==> src/hdl/rsst_pkg.sv <==
`timescale 1ns / 1ps
// ----------------------------------------------------------------------------
// rsst_pkg
// Shared widths, command codes and request/result types of the range sum
// segment tree core.
// ----------------------------------------------------------------------------
package rsst_pkg;

  localparam int VAL_W = 32;
  localparam int IDX_W = 10;

  localparam logic CMD_UPDATE = 1'b0;
  localparam logic CMD_QUERY  = 1'b1;

  typedef struct packed {
    logic                    command;
    logic [IDX_W-1:0]        update_index;
    logic signed [VAL_W-1:0] new_value;
    logic [IDX_W-1:0]        query_low;
    logic [IDX_W-1:0]        query_high;
  } req_t;

  typedef struct packed {
    logic signed [VAL_W-1:0] range_sum;
    logic                    index_error;
  } res_t;

endpackage

==> src/hdl/rsst_seq.sv <==
`timescale 1ns / 1ps
// ----------------------------------------------------------------------------
// rsst_seq
// Sequencer of the segment tree: clears the node store after reset, walks
// leaf-to-root for updates and the bottom-up range walk for queries, using a
// single shared 32-bit adder on the RAM read data.
// ----------------------------------------------------------------------------
module rsst_seq #(
  parameter int LEAVES = 1024
) (
  input  logic                                 clk_i,
  input  logic                                 rst_ni,
  input  logic                                 req_valid_i,
  input  rsst_pkg::req_t                       req_i,
  output logic                                 req_ready_o,
  output logic                                 res_valid_o,
  output rsst_pkg::res_t                       res_o,
  input  logic                                 res_ready_i,
  output logic                                 ram_we_o,
  output logic [$clog2(2*LEAVES)-1:0]          ram_waddr_o,
  output logic [rsst_pkg::VAL_W-1:0]           ram_wdata_o,
  output logic                                 ram_re_o,
  output logic [$clog2(2*LEAVES)-1:0]          ram_raddr_o,
  input  logic [rsst_pkg::VAL_W-1:0]           ram_rdata_i
);

  localparam int NODE_W = $clog2(2*LEAVES);
  localparam int PTR_W  = $clog2(2*LEAVES+1);
  localparam logic [NODE_W-1:0] LAST_NODE = NODE_W'(2*LEAVES-1);
  localparam logic [PTR_W-1:0]  LEAF_BASE = PTR_W'(LEAVES);
  localparam logic [PTR_W-1:0]  ONE       = PTR_W'(1);

  localparam logic [2:0] S_CLR  = 3'd0;
  localparam logic [2:0] S_IDLE = 3'd1;
  localparam logic [2:0] S_LEAF = 3'd2;
  localparam logic [2:0] S_UP   = 3'd3;
  localparam logic [2:0] S_QL   = 3'd4;
  localparam logic [2:0] S_QR   = 3'd5;
  localparam logic [2:0] S_FIN  = 3'd6;

  logic [2:0]                 state_q, state_d;
  logic [NODE_W-1:0]          clr_q, clr_d;
  logic [PTR_W-1:0]           l_q, l_d;
  logic [PTR_W-1:0]           r_q, r_d;
  logic [rsst_pkg::VAL_W-1:0] acc_q, acc_d;
  logic                       pend_q, pend_d;
  logic                       cmd_q, cmd_d;
  logic                       err_q, err_d;

  logic [rsst_pkg::VAL_W-1:0] sum;
  logic [PTR_W-1:0]           parent;
  logic [PTR_W-1:0]           r_dec;
  logic                       upd_err;
  logic                       qry_err;

  // shared adder: running sum or child sum plus the word just read
  assign sum    = acc_q + ram_rdata_i;
  assign parent = l_q >> 1;
  assign r_dec  = r_q - ONE;

  assign upd_err = 32'(req_i.update_index) >= 32'(LEAVES);
  assign qry_err = (32'(req_i.query_low) >= 32'(LEAVES)) ||
                   (32'(req_i.query_high) >= 32'(LEAVES));

  always_comb begin
    state_d     = state_q;
    clr_d       = clr_q;
    l_d         = l_q;
    r_d         = r_q;
    acc_d       = acc_q;
    pend_d      = 1'b0;
    cmd_d       = cmd_q;
    err_d       = err_q;
    ram_we_o    = 1'b0;
    ram_waddr_o = l_q[NODE_W-1:0];
    ram_wdata_o = acc_q;
    ram_re_o    = 1'b0;
    ram_raddr_o = '0;

    case (state_q)
      S_CLR: begin
        ram_we_o    = 1'b1;
        ram_waddr_o = clr_q;
        ram_wdata_o = '0;
        clr_d       = clr_q + NODE_W'(1);
        if (clr_q == LAST_NODE) begin
          state_d = S_IDLE;
        end
      end
      S_IDLE: begin
        if (req_valid_i) begin
          cmd_d = req_i.command;
          err_d = 1'b0;
          acc_d = '0;
          if (req_i.command == rsst_pkg::CMD_UPDATE) begin
            if (upd_err) begin
              err_d   = 1'b1;
              state_d = S_FIN;
            end else begin
              l_d     = PTR_W'(req_i.update_index) + LEAF_BASE;
              acc_d   = req_i.new_value;
              state_d = S_LEAF;
            end
          end else begin
            if (qry_err) begin
              err_d   = 1'b1;
              state_d = S_FIN;
            end else if (req_i.query_low > req_i.query_high) begin
              state_d = S_FIN;
            end else begin
              l_d     = PTR_W'(req_i.query_low) + LEAF_BASE;
              r_d     = PTR_W'(req_i.query_high) + LEAF_BASE + ONE;
              state_d = S_QL;
            end
          end
        end
      end
      S_LEAF: begin
        // write the leaf and fetch its sibling
        ram_we_o    = 1'b1;
        ram_re_o    = 1'b1;
        ram_raddr_o = l_q[NODE_W-1:0] ^ NODE_W'(1);
        state_d     = S_UP;
      end
      S_UP: begin
        ram_we_o    = 1'b1;
        ram_waddr_o = parent[NODE_W-1:0];
        ram_wdata_o = sum;
        acc_d       = sum;
        l_d         = parent;
        if (parent > ONE) begin
          ram_re_o    = 1'b1;
          ram_raddr_o = parent[NODE_W-1:0] ^ NODE_W'(1);
        end else begin
          state_d = S_FIN;
        end
      end
      S_QL: begin
        if (pend_q) begin
          acc_d = sum;
        end
        if (l_q < r_q) begin
          if (l_q[0]) begin
            ram_re_o    = 1'b1;
            ram_raddr_o = l_q[NODE_W-1:0];
            pend_d      = 1'b1;
            l_d         = l_q + ONE;
          end
          state_d = S_QR;
        end else begin
          state_d = S_FIN;
        end
      end
      S_QR: begin
        if (pend_q) begin
          acc_d = sum;
        end
        if (r_q[0]) begin
          ram_re_o    = 1'b1;
          ram_raddr_o = r_dec[NODE_W-1:0];
          pend_d      = 1'b1;
          r_d         = r_dec >> 1;
        end else begin
          r_d = r_q >> 1;
        end
        l_d     = l_q >> 1;
        state_d = S_QL;
      end
      S_FIN: begin
        if (res_ready_i) begin
          state_d = S_IDLE;
        end
      end
      default: begin
        state_d = S_IDLE;
      end
    endcase
  end

  assign req_ready_o       = (state_q == S_IDLE);
  assign res_valid_o       = (state_q == S_FIN);
  assign res_o.range_sum   = (cmd_q == rsst_pkg::CMD_QUERY) ? acc_q : '0;
  assign res_o.index_error = err_q;

  always_ff @(posedge clk_i or negedge rst_ni) begin
    if (!rst_ni) begin
      state_q <= S_CLR;
      clr_q   <= '0;
      pend_q  <= 1'b0;
      cmd_q   <= rsst_pkg::CMD_UPDATE;
      err_q   <= 1'b0;
    end else begin
      state_q <= state_d;
      clr_q   <= clr_d;
      pend_q  <= pend_d;
      cmd_q   <= cmd_d;
      err_q   <= err_d;
    end
  end

  always_ff @(posedge clk_i) begin
    l_q   <= l_d;
    r_q   <= r_d;
    acc_q <= acc_d;
  end

endmodule

==> config.mk <==
export PLATFORM = sky130hd
export DESIGN_NAME = rsst_seq
export DESIGN_NICKNAME = d
export VERILOG_FILES = /design/src/hdl/rsst_pkg.sv /design/src/hdl/rsst_seq.sv
export SDC_FILE = /design/constraint.sdc
export NUM_CORES = 1
export LEC_CHECK = 0
export ABC_AREA = 1
export BUFFER_PORTS_ARGS = -buffer_cell sky130_fd_sc_hd__buf_2
export CORE_ASPECT_RATIO = 0.6
export CORE_MARGIN = 2
export CORE_UTILIZATION = 48
export DETAILED_ROUTE_END_ITERATION = 8
export GPL_TIMING_DRIVEN = 0
export PLACE_DENSITY = 0.8
export SLEW_MARGIN = 20
export SYNTH_ARGS = -nofsm -noshare
export SYNTH_HDL_FRONTEND = slang
export SYNTH_SLANG_ARGS = --single-unit
==> constraint.sdc <==
create_clock -name clk_i -period 2.15 [get_ports clk_i]
set_input_delay 0 -clock clk_i [delete_from_list [all_inputs] [get_ports clk_i]]
set_output_delay 0 -clock clk_i [all_outputs]
set_load 0.1 [all_outputs]
==> flow_metrics.env, run 1 <==
export IMPL_yosys_cell_types_count=47
export IMPL_synth_warnings=0
export IMPL_slew_violations=0
export IMPL_worst_ep_required_time_ns=2.15
export IMPL_antenna_left=0
export IMPL_multi_input_area_mm2=0.00621
export IMPL_synth_area_leaders="nand2_1, edfxtp_1, inv_1"
export IMPL_dp_final_hpwl_mm=23.1
export IMPL_fin_nets=1741
export IMPL_synth_area_leader_cell="nand2_1"
export IMPL_grt_first_pass_wirelength_mm=49.9
export IMPL_finalNonFillerCells=1796
export IMPL_crit_arrival_ns=3.05
export IMPL_io_buffers=187
export IMPL_max_freq_mhz=328
export IMPL_crit_buf_inv=1
export IMPL_hold_class="primary input to register"
export IMPL_grt_use_total_pct=38.6
export IMPL_core_mm2=0.0155
export IMPL_run_status="complete, but fails checks"
export IMPL_clk_pin_slew_ns=0.07
export IMPL_initialDrtViolationCount=1878
export IMPL_cts_tree="built"
export IMPL_top_usage_layer="met2"
export IMPL_syn_area_mm2=0.00772
export IMPL_slew_headroom_pct=33.4
export IMPL_cts_root_buf="clkbuf_16"
export IMPL_grt_use_met1_pct=55.0
export IMPL_layout_drive_gt1_share_pct=40.4
export IMPL_clock_sinks=72
export IMPL_crit_type="register to primary output"
export IMPL_ys_seq_area_share_pct=27.0
export IMPL_rsz0062_at_grt="yes"
export IMPL_syn2layout_area_growth_pct=64.7
export IMPL_grt_max_degree=21
export IMPL_synth_nets=1406
export IMPL_synth_top_flop_cell="edfxtp_1"
export IMPL_grt_ovfl_total=0
export IMPL_worstPathMaxFanout=5
export IMPL_num_io_pins=190
export IMPL_totalWireLength_mm=41.3
export IMPL_setup_viol=86
export IMPL_fin_ws_ns=-0.899
export IMPL_clockBufferDepth=2
export IMPL_min_period_ns=3.05
export IMPL_end_kind="primary output"
export IMPL_row_count=35
export IMPL_routabilityCongestion=0.972
export IMPL_period_share_pct=142
export IMPL_netlist_top_cells_count="nand2_1, inv_1, nand3_1"
export IMPL_yosysMostFrequentCell="nand2_1"
export IMPL_worst_pin_slew_ns=0.999
export IMPL_grt_use_met3_pct=13.1
export IMPL_crit_top_cell="nand2_1"
export IMPL_drc=0
export IMPL_grt_pass1_vias=9084
export IMPL_met2_usage_pct=56.5
export IMPL_crit_path_cell_trace="ha_4, nand2_1, nand2_1, a21oi_1, nand2_4, nand2_4, nand2_1, nand2_1, nand3_1, nand2_2, buf_12"
export IMPL_htreeDepth=3
export IMPL_fp_dieH_um=102
export IMPL_holdWs_ns=0.00277
export IMPL_wl_per_cell_um=23.0
export IMPL_maxCapViolCount=0
export IMPL_failed_checks="setup timing"
export IMPL_die_area_mm2=0.0171
export IMPL_finClkSkew_ns=0.0182
export IMPL_synth_edff_count=56
export IMPL_viasPerCell=6.08
export IMPL_initial_core_util_pct=49.6
export IMPL_startpoint_type="register"
export IMPL_fill_cells=950
export IMPL_synth_top_cell_area_share_pct=25.5
export IMPL_die_width_um=168
export IMPL_cp_top_family="simple AND/OR/NAND/NOR gates"
export IMPL_async_flop_share_pct=22.2
export IMPL_register_area_mm2=0.00208
export IMPL_dp_cells=1643
export IMPL_via_count=10900
export IMPL_slowest_stage="a21oi_1"
export IMPL_syn_inst=1252
export IMPL_antenna_found_initial=2
export IMPL_hold_violations=0
export IMPL_dr_pass1_iters=7
export IMPL_critPathMaxStageDelay_ns=0.79
export IMPL_cts_buffers=9
export IMPL_synth_avg_cell_area_um2=6.16
export IMPL_insertion_delay_ns=0.37
export IMPL_synth_seq_cells=72
## cell type report
class                      instances  share of cell area, %
tap                              203                   2.00
clock buffer                      10                   1.97
sequential                        72                   16.4
antenna                            1                 0.0197
inverter                         223                   6.67
clock inverter                     6                  0.355
buffer                            27                   1.51
multi-input combinational        930                   48.9
timing repair buffer             324                   22.2
## logic make-up (layout without fill, tap and decap cells)
family	count (synthesis)	after routing	share of synthesized area (%)
buf+inv	251	590	13.0
compound gates	111	111	8.81
fa+ha+maj	55	55	9.02
simple gates	737	738	39.3
xor+xnor	25	25	2.84
other cells	1	2	0.0486
flops	72	72	27.0
## routing by layer
metal  routed length [µm]  vias to the layer above
li1                     -                     4611
met3                 7050                      324
met5                  125                        -
met1                15000                     4897
met2                16200                     1083
met4                 2840                        6
## registers in the layout, summed over array words and instances (netlist names)
name and flops:
acc_q 32, l_q 12, cmd_q 1, state_q 3, r_q 12, pend_q 1, clr_q 11
## repair_timing
| action | in CTS | in global routing |
|---|---|---|
| endpoints found under the setup margin | 94 | 144 |
| pin swaps | 82 | 107 |
| setup buffers | 64 | 40 |
| cloned | 0 | 2 |
| resized for setup | 360 | 165 |
| hold buffers | 34 | 0 |
| hold endpoints to repair | 49 | 0 |
## per-stage QoR
stage                     setup TNS [ns]  setup slack (ns)  util (%)  instance area [µm²]
after floorplan                    -5.04            -0.323         -                 7860
after global placement            -28.53            -0.678      58.2                 9050
after detailed placement           -8.29            -0.453      58.4                 9080
after CTS                          -3.70            -0.264      75.5                11700
after global routing              -26.48            -0.823      81.7                12700
final                             -23.24            -0.899      81.7                12700
## layout by cell type (no fill, tap or decap), types with 27 or more instances in the layout
cell / n
buf_2: 138
nand2_1: 398
dlygate4sd3_1: 34
nand3_1: 57
buf_4: 99
inv_1: 193
edfxtp_1: 56
buf_12: 40
nand2_2: 89
ha_4: 32
o21ai_0: 27
nor2_1: 54
nand2_4: 37
## path summary, 6_finish.rpt
kind,from,end,slack (ns),cells past startpoint
max in group asynchronous,rst_ni,state_q[2]$_DFFE_PN0P_,1.67,2
hold reg to reg,clr_q[4]$_DFFE_PN0N_,clr_q[4]$_DFFE_PN0N_,0.50,1
setup reg to reg,acc_q[9]$_DFFE_PP_,acc_q[26]$_DFFE_PP_,-0.59,9
setup / recovery,acc_q[9]$_DFFE_PP_,ram_wdata_o[26],-0.90,11
min in group asynchronous,rst_ni,pend_q$_DFF_PN0_,0.12,2
hold / removal,res_ready_i,state_q[2]$_DFFE_PN0P_,0.003,3
## worst reg2reg max path, stage by stage, from the launching register on
cell,delay (ns)
edfxtp_1,0.44
ha_4,0.32
nand2_1,0.12
nand2_1,0.13
a21oi_1,0.79
nand2_4,0.23
nand2_4,0.15
nand3_1,0.12
nand3_1,0.14
nand2_1,0.08
Power of run 1 is not shown: default switching activity piles up to over one toggle a cycle in this logic, so the estimate is an artifact.
==> run 2, diff against run 1 <==
CTS_BUF_LIST = sky130_fd_sc_hd__clkbuf_4   (was unset)
REMOVE_ABC_BUFFERS = 1   (was unset)
==> flow_metrics.env, run 2 (same netlist as run 1, synthesis figures left out) <==
export IMPL_run_status="complete, but fails checks"
export IMPL_failed_checks="setup timing"
export IMPL_fp_dieH_um=102
export IMPL_crit_start="acc_q[4]$_DFFE_PP_"
export IMPL_die_width_um=168
export IMPL_finalNonFillerCells=1817
export IMPL_hold_violations=0
export IMPL_dr_pass1_iters=6
export IMPL_viasPerCell=5.88
export IMPL_clock_sinks=72
export IMPL_dpl_instance_area_mm2=0.00881
export IMPL_via_count=10700
export IMPL_totalWireLength_mm=38.3
export IMPL_crit_arrival_ns=2.76
export IMPL_io_buffers=188
export IMPL_worstPathMaxFanout=4
export IMPL_startpoint_type="register"
export IMPL_dp_final_hpwl_mm=20.9
export IMPL_drc=0
export IMPL_worst_pin_slew_ns=0.746
export IMPL_clockBufferDepth=2
export IMPL_utilization_pct=84.3
export IMPL_clk_pin_slew_ns=0.15
export IMPL_crit_end="ram_wdata_o[17]"
export IMPL_antenna_left=0
export IMPL_antenna_found_initial=1
export IMPL_rsz0062_at_grt="yes"
export IMPL_met2_usage_pct=59.2
export IMPL_layout_drive_gt1_share_pct=41.0
export IMPL_finClkSkew_ns=0.0266
export IMPL_insertion_delay_ns=0.45
export IMPL_top_regs="acc_q x32, l_q x12, r_q x12"
export IMPL_grt_ovfl_total=0
export IMPL_largest_reg_flops=32
export IMPL_cts_root_buf="clkbuf_4"
export IMPL_initialDrtViolationCount=1341
export IMPL_layout_common_cells="nand2_1, inv_1, buf_2"
export IMPL_max_freq_mhz=362
export IMPL_dp_cells=1617
export IMPL_cts_tree="built"
export IMPL_initial_core_util_pct=49.6
export IMPL_routabilityCongestion=1.07
export IMPL_reg2reg_to="l_q[10]$_DFFE_PP_"
export IMPL_grt_pass1_vias=9235
export IMPL_cts_buffers=9
export IMPL_setup_viol=70
export IMPL_slew_headroom_pct=50.3
export IMPL_grt_max_degree=34
export IMPL_grt_first_pass_wirelength_mm=49.4
export IMPL_design_area_mm2=0.0131
export IMPL_top_usage_layer="met2"
export IMPL_layout_commonest_cell="nand2_1"
export IMPL_reg2reg_slack_ns=-0.17
export IMPL_syn2layout_area_growth_pct=69.8
export IMPL_hold_class="primary input to register"
export IMPL_grt_use_met1_pct=53.7
export IMPL_grt_use_met3_pct=8.25
export IMPL_end_kind="primary output"
export IMPL_die_area_mm2=0.0171
export IMPL_fin_nets=1763
export IMPL_wl_per_cell_um=21.1
export IMPL_fin_ws_ns=-0.610
export IMPL_maxCapViolCount=0
export IMPL_row_count=35
export IMPL_core_mm2=0.0155
export IMPL_grt_use_total_pct=37.8
export IMPL_r2r_start="l_q[7]$_DFFE_PP_"
export IMPL_crit_type="register to primary output"
export IMPL_fill_cells=851
export IMPL_htreeDepth=3
export IMPL_worst_ep_required_time_ns=2.15
export IMPL_reg2reg_depth=10
export IMPL_tns_ns=-19.30
export IMPL_top_register="acc_q"
export IMPL_min_period_ns=2.76
export IMPL_num_io_pins=190
export IMPL_slew_violations=0
export IMPL_period_share_pct=128
export IMPL_antenna_cells=0
run 2: cell types whose count changed in the layout (fill, tap and decap cells not counted), moves of 6 or more:
| cell | previous run | this run |
|---|---|---|
| buf_2 | 138 | 132 |
| dlygate4sd3_1 | 34 | 47 |
| clkbuf_4 | 4 | 10 |
| nor2_2 | 21 | 14 |
| buf_12 | 40 | 49 |
| clkbuf_16 | 11 | 1 |
| nand2_1 | 398 | 405 |
| buf_4 | 99 | 107 |
run 2: metal layers:
layer	wire, µm	vias to the layer above
met5	13	-
met4	2140	2
met3	5320	256
met2	16400	894
met1	14500	4885
li1	-	4647
run 2: worst min-delay path by stage:
| stage | start | end | slack [ns] | depth (start not counted) |
|---|---|---|---|---|
| after floorplan | rst_ni | clr_q[0]$_DFFE_PN0N_ | -0.30 | 0 |
| after global placement | rst_ni | cmd_q$_DFFE_PN0P_ | -0.06 | 1 |
| after detailed placement | rst_ni | clr_q[1]$_DFFE_PN0N_ | -0.06 | 1 |
| after CTS | req_i[4] | r_q[4]$_DFFE_PP_ | 0.003 | 5 |
| after global routing | req_i[5] | r_q[5]$_DFFE_PP_ | 0.02 | 4 |
| final | req_i[5] | r_q[5]$_DFFE_PP_ | 0.02 | 4 |
run 2: cell type report:
type | instances | area, µm² | area share, %
timing repair inverter | 3 | 18.8 | 0.143
sequential | 72 | 2090 | 15.9
tap | 203 | 254 | 1.94
multi-input combinational | 931 | 6400 | 48.9
clock buffer | 10 | 75.1 | 0.573
clock inverter | 6 | 36.3 | 0.277
inverter | 223 | 886 | 6.76
timing repair buffer | 369 | 3340 | 25.5
run 2: repair_timing:
item	CTS	global route
pin swaps	65	92
endpoints found under the setup margin	144	101
setup buffers	80	56
endpoints found under the hold margin	59	0
hold buffers	47	0
gates cloned	4	2
gates resized for setup	416	218
run 2: worst max-delay path, stage by stage (launching register included):
cell,delay [ns]
edfxtp_1,0.50
ha_4,0.35
nand2_1,0.10
nand2_2,0.15
inv_2,0.07
nand2_2,0.08
nand2_2,0.05
nand3b_1,0.28
nand2_1,0.14
nand2_1,0.10
nand2_1,0.05
nand2_1,0.08
nand2_1,0.06
nand2_2,0.11
buf_12,0.17
run 2: stage by stage:
stage / hold WS, ns / setup WS, ns
2_1_floorplan: -0.296 / -1.50
3_3_place_gp: -0.0576 / -1.27
3_5_place_dp: -0.0619 / -0.874
4_1_cts: 0.00275 / -0.379
5_1_grt: 0.0235 / -0.661
6_report: 0.0180 / -0.610
Power of run 2 is left out for the same reason.
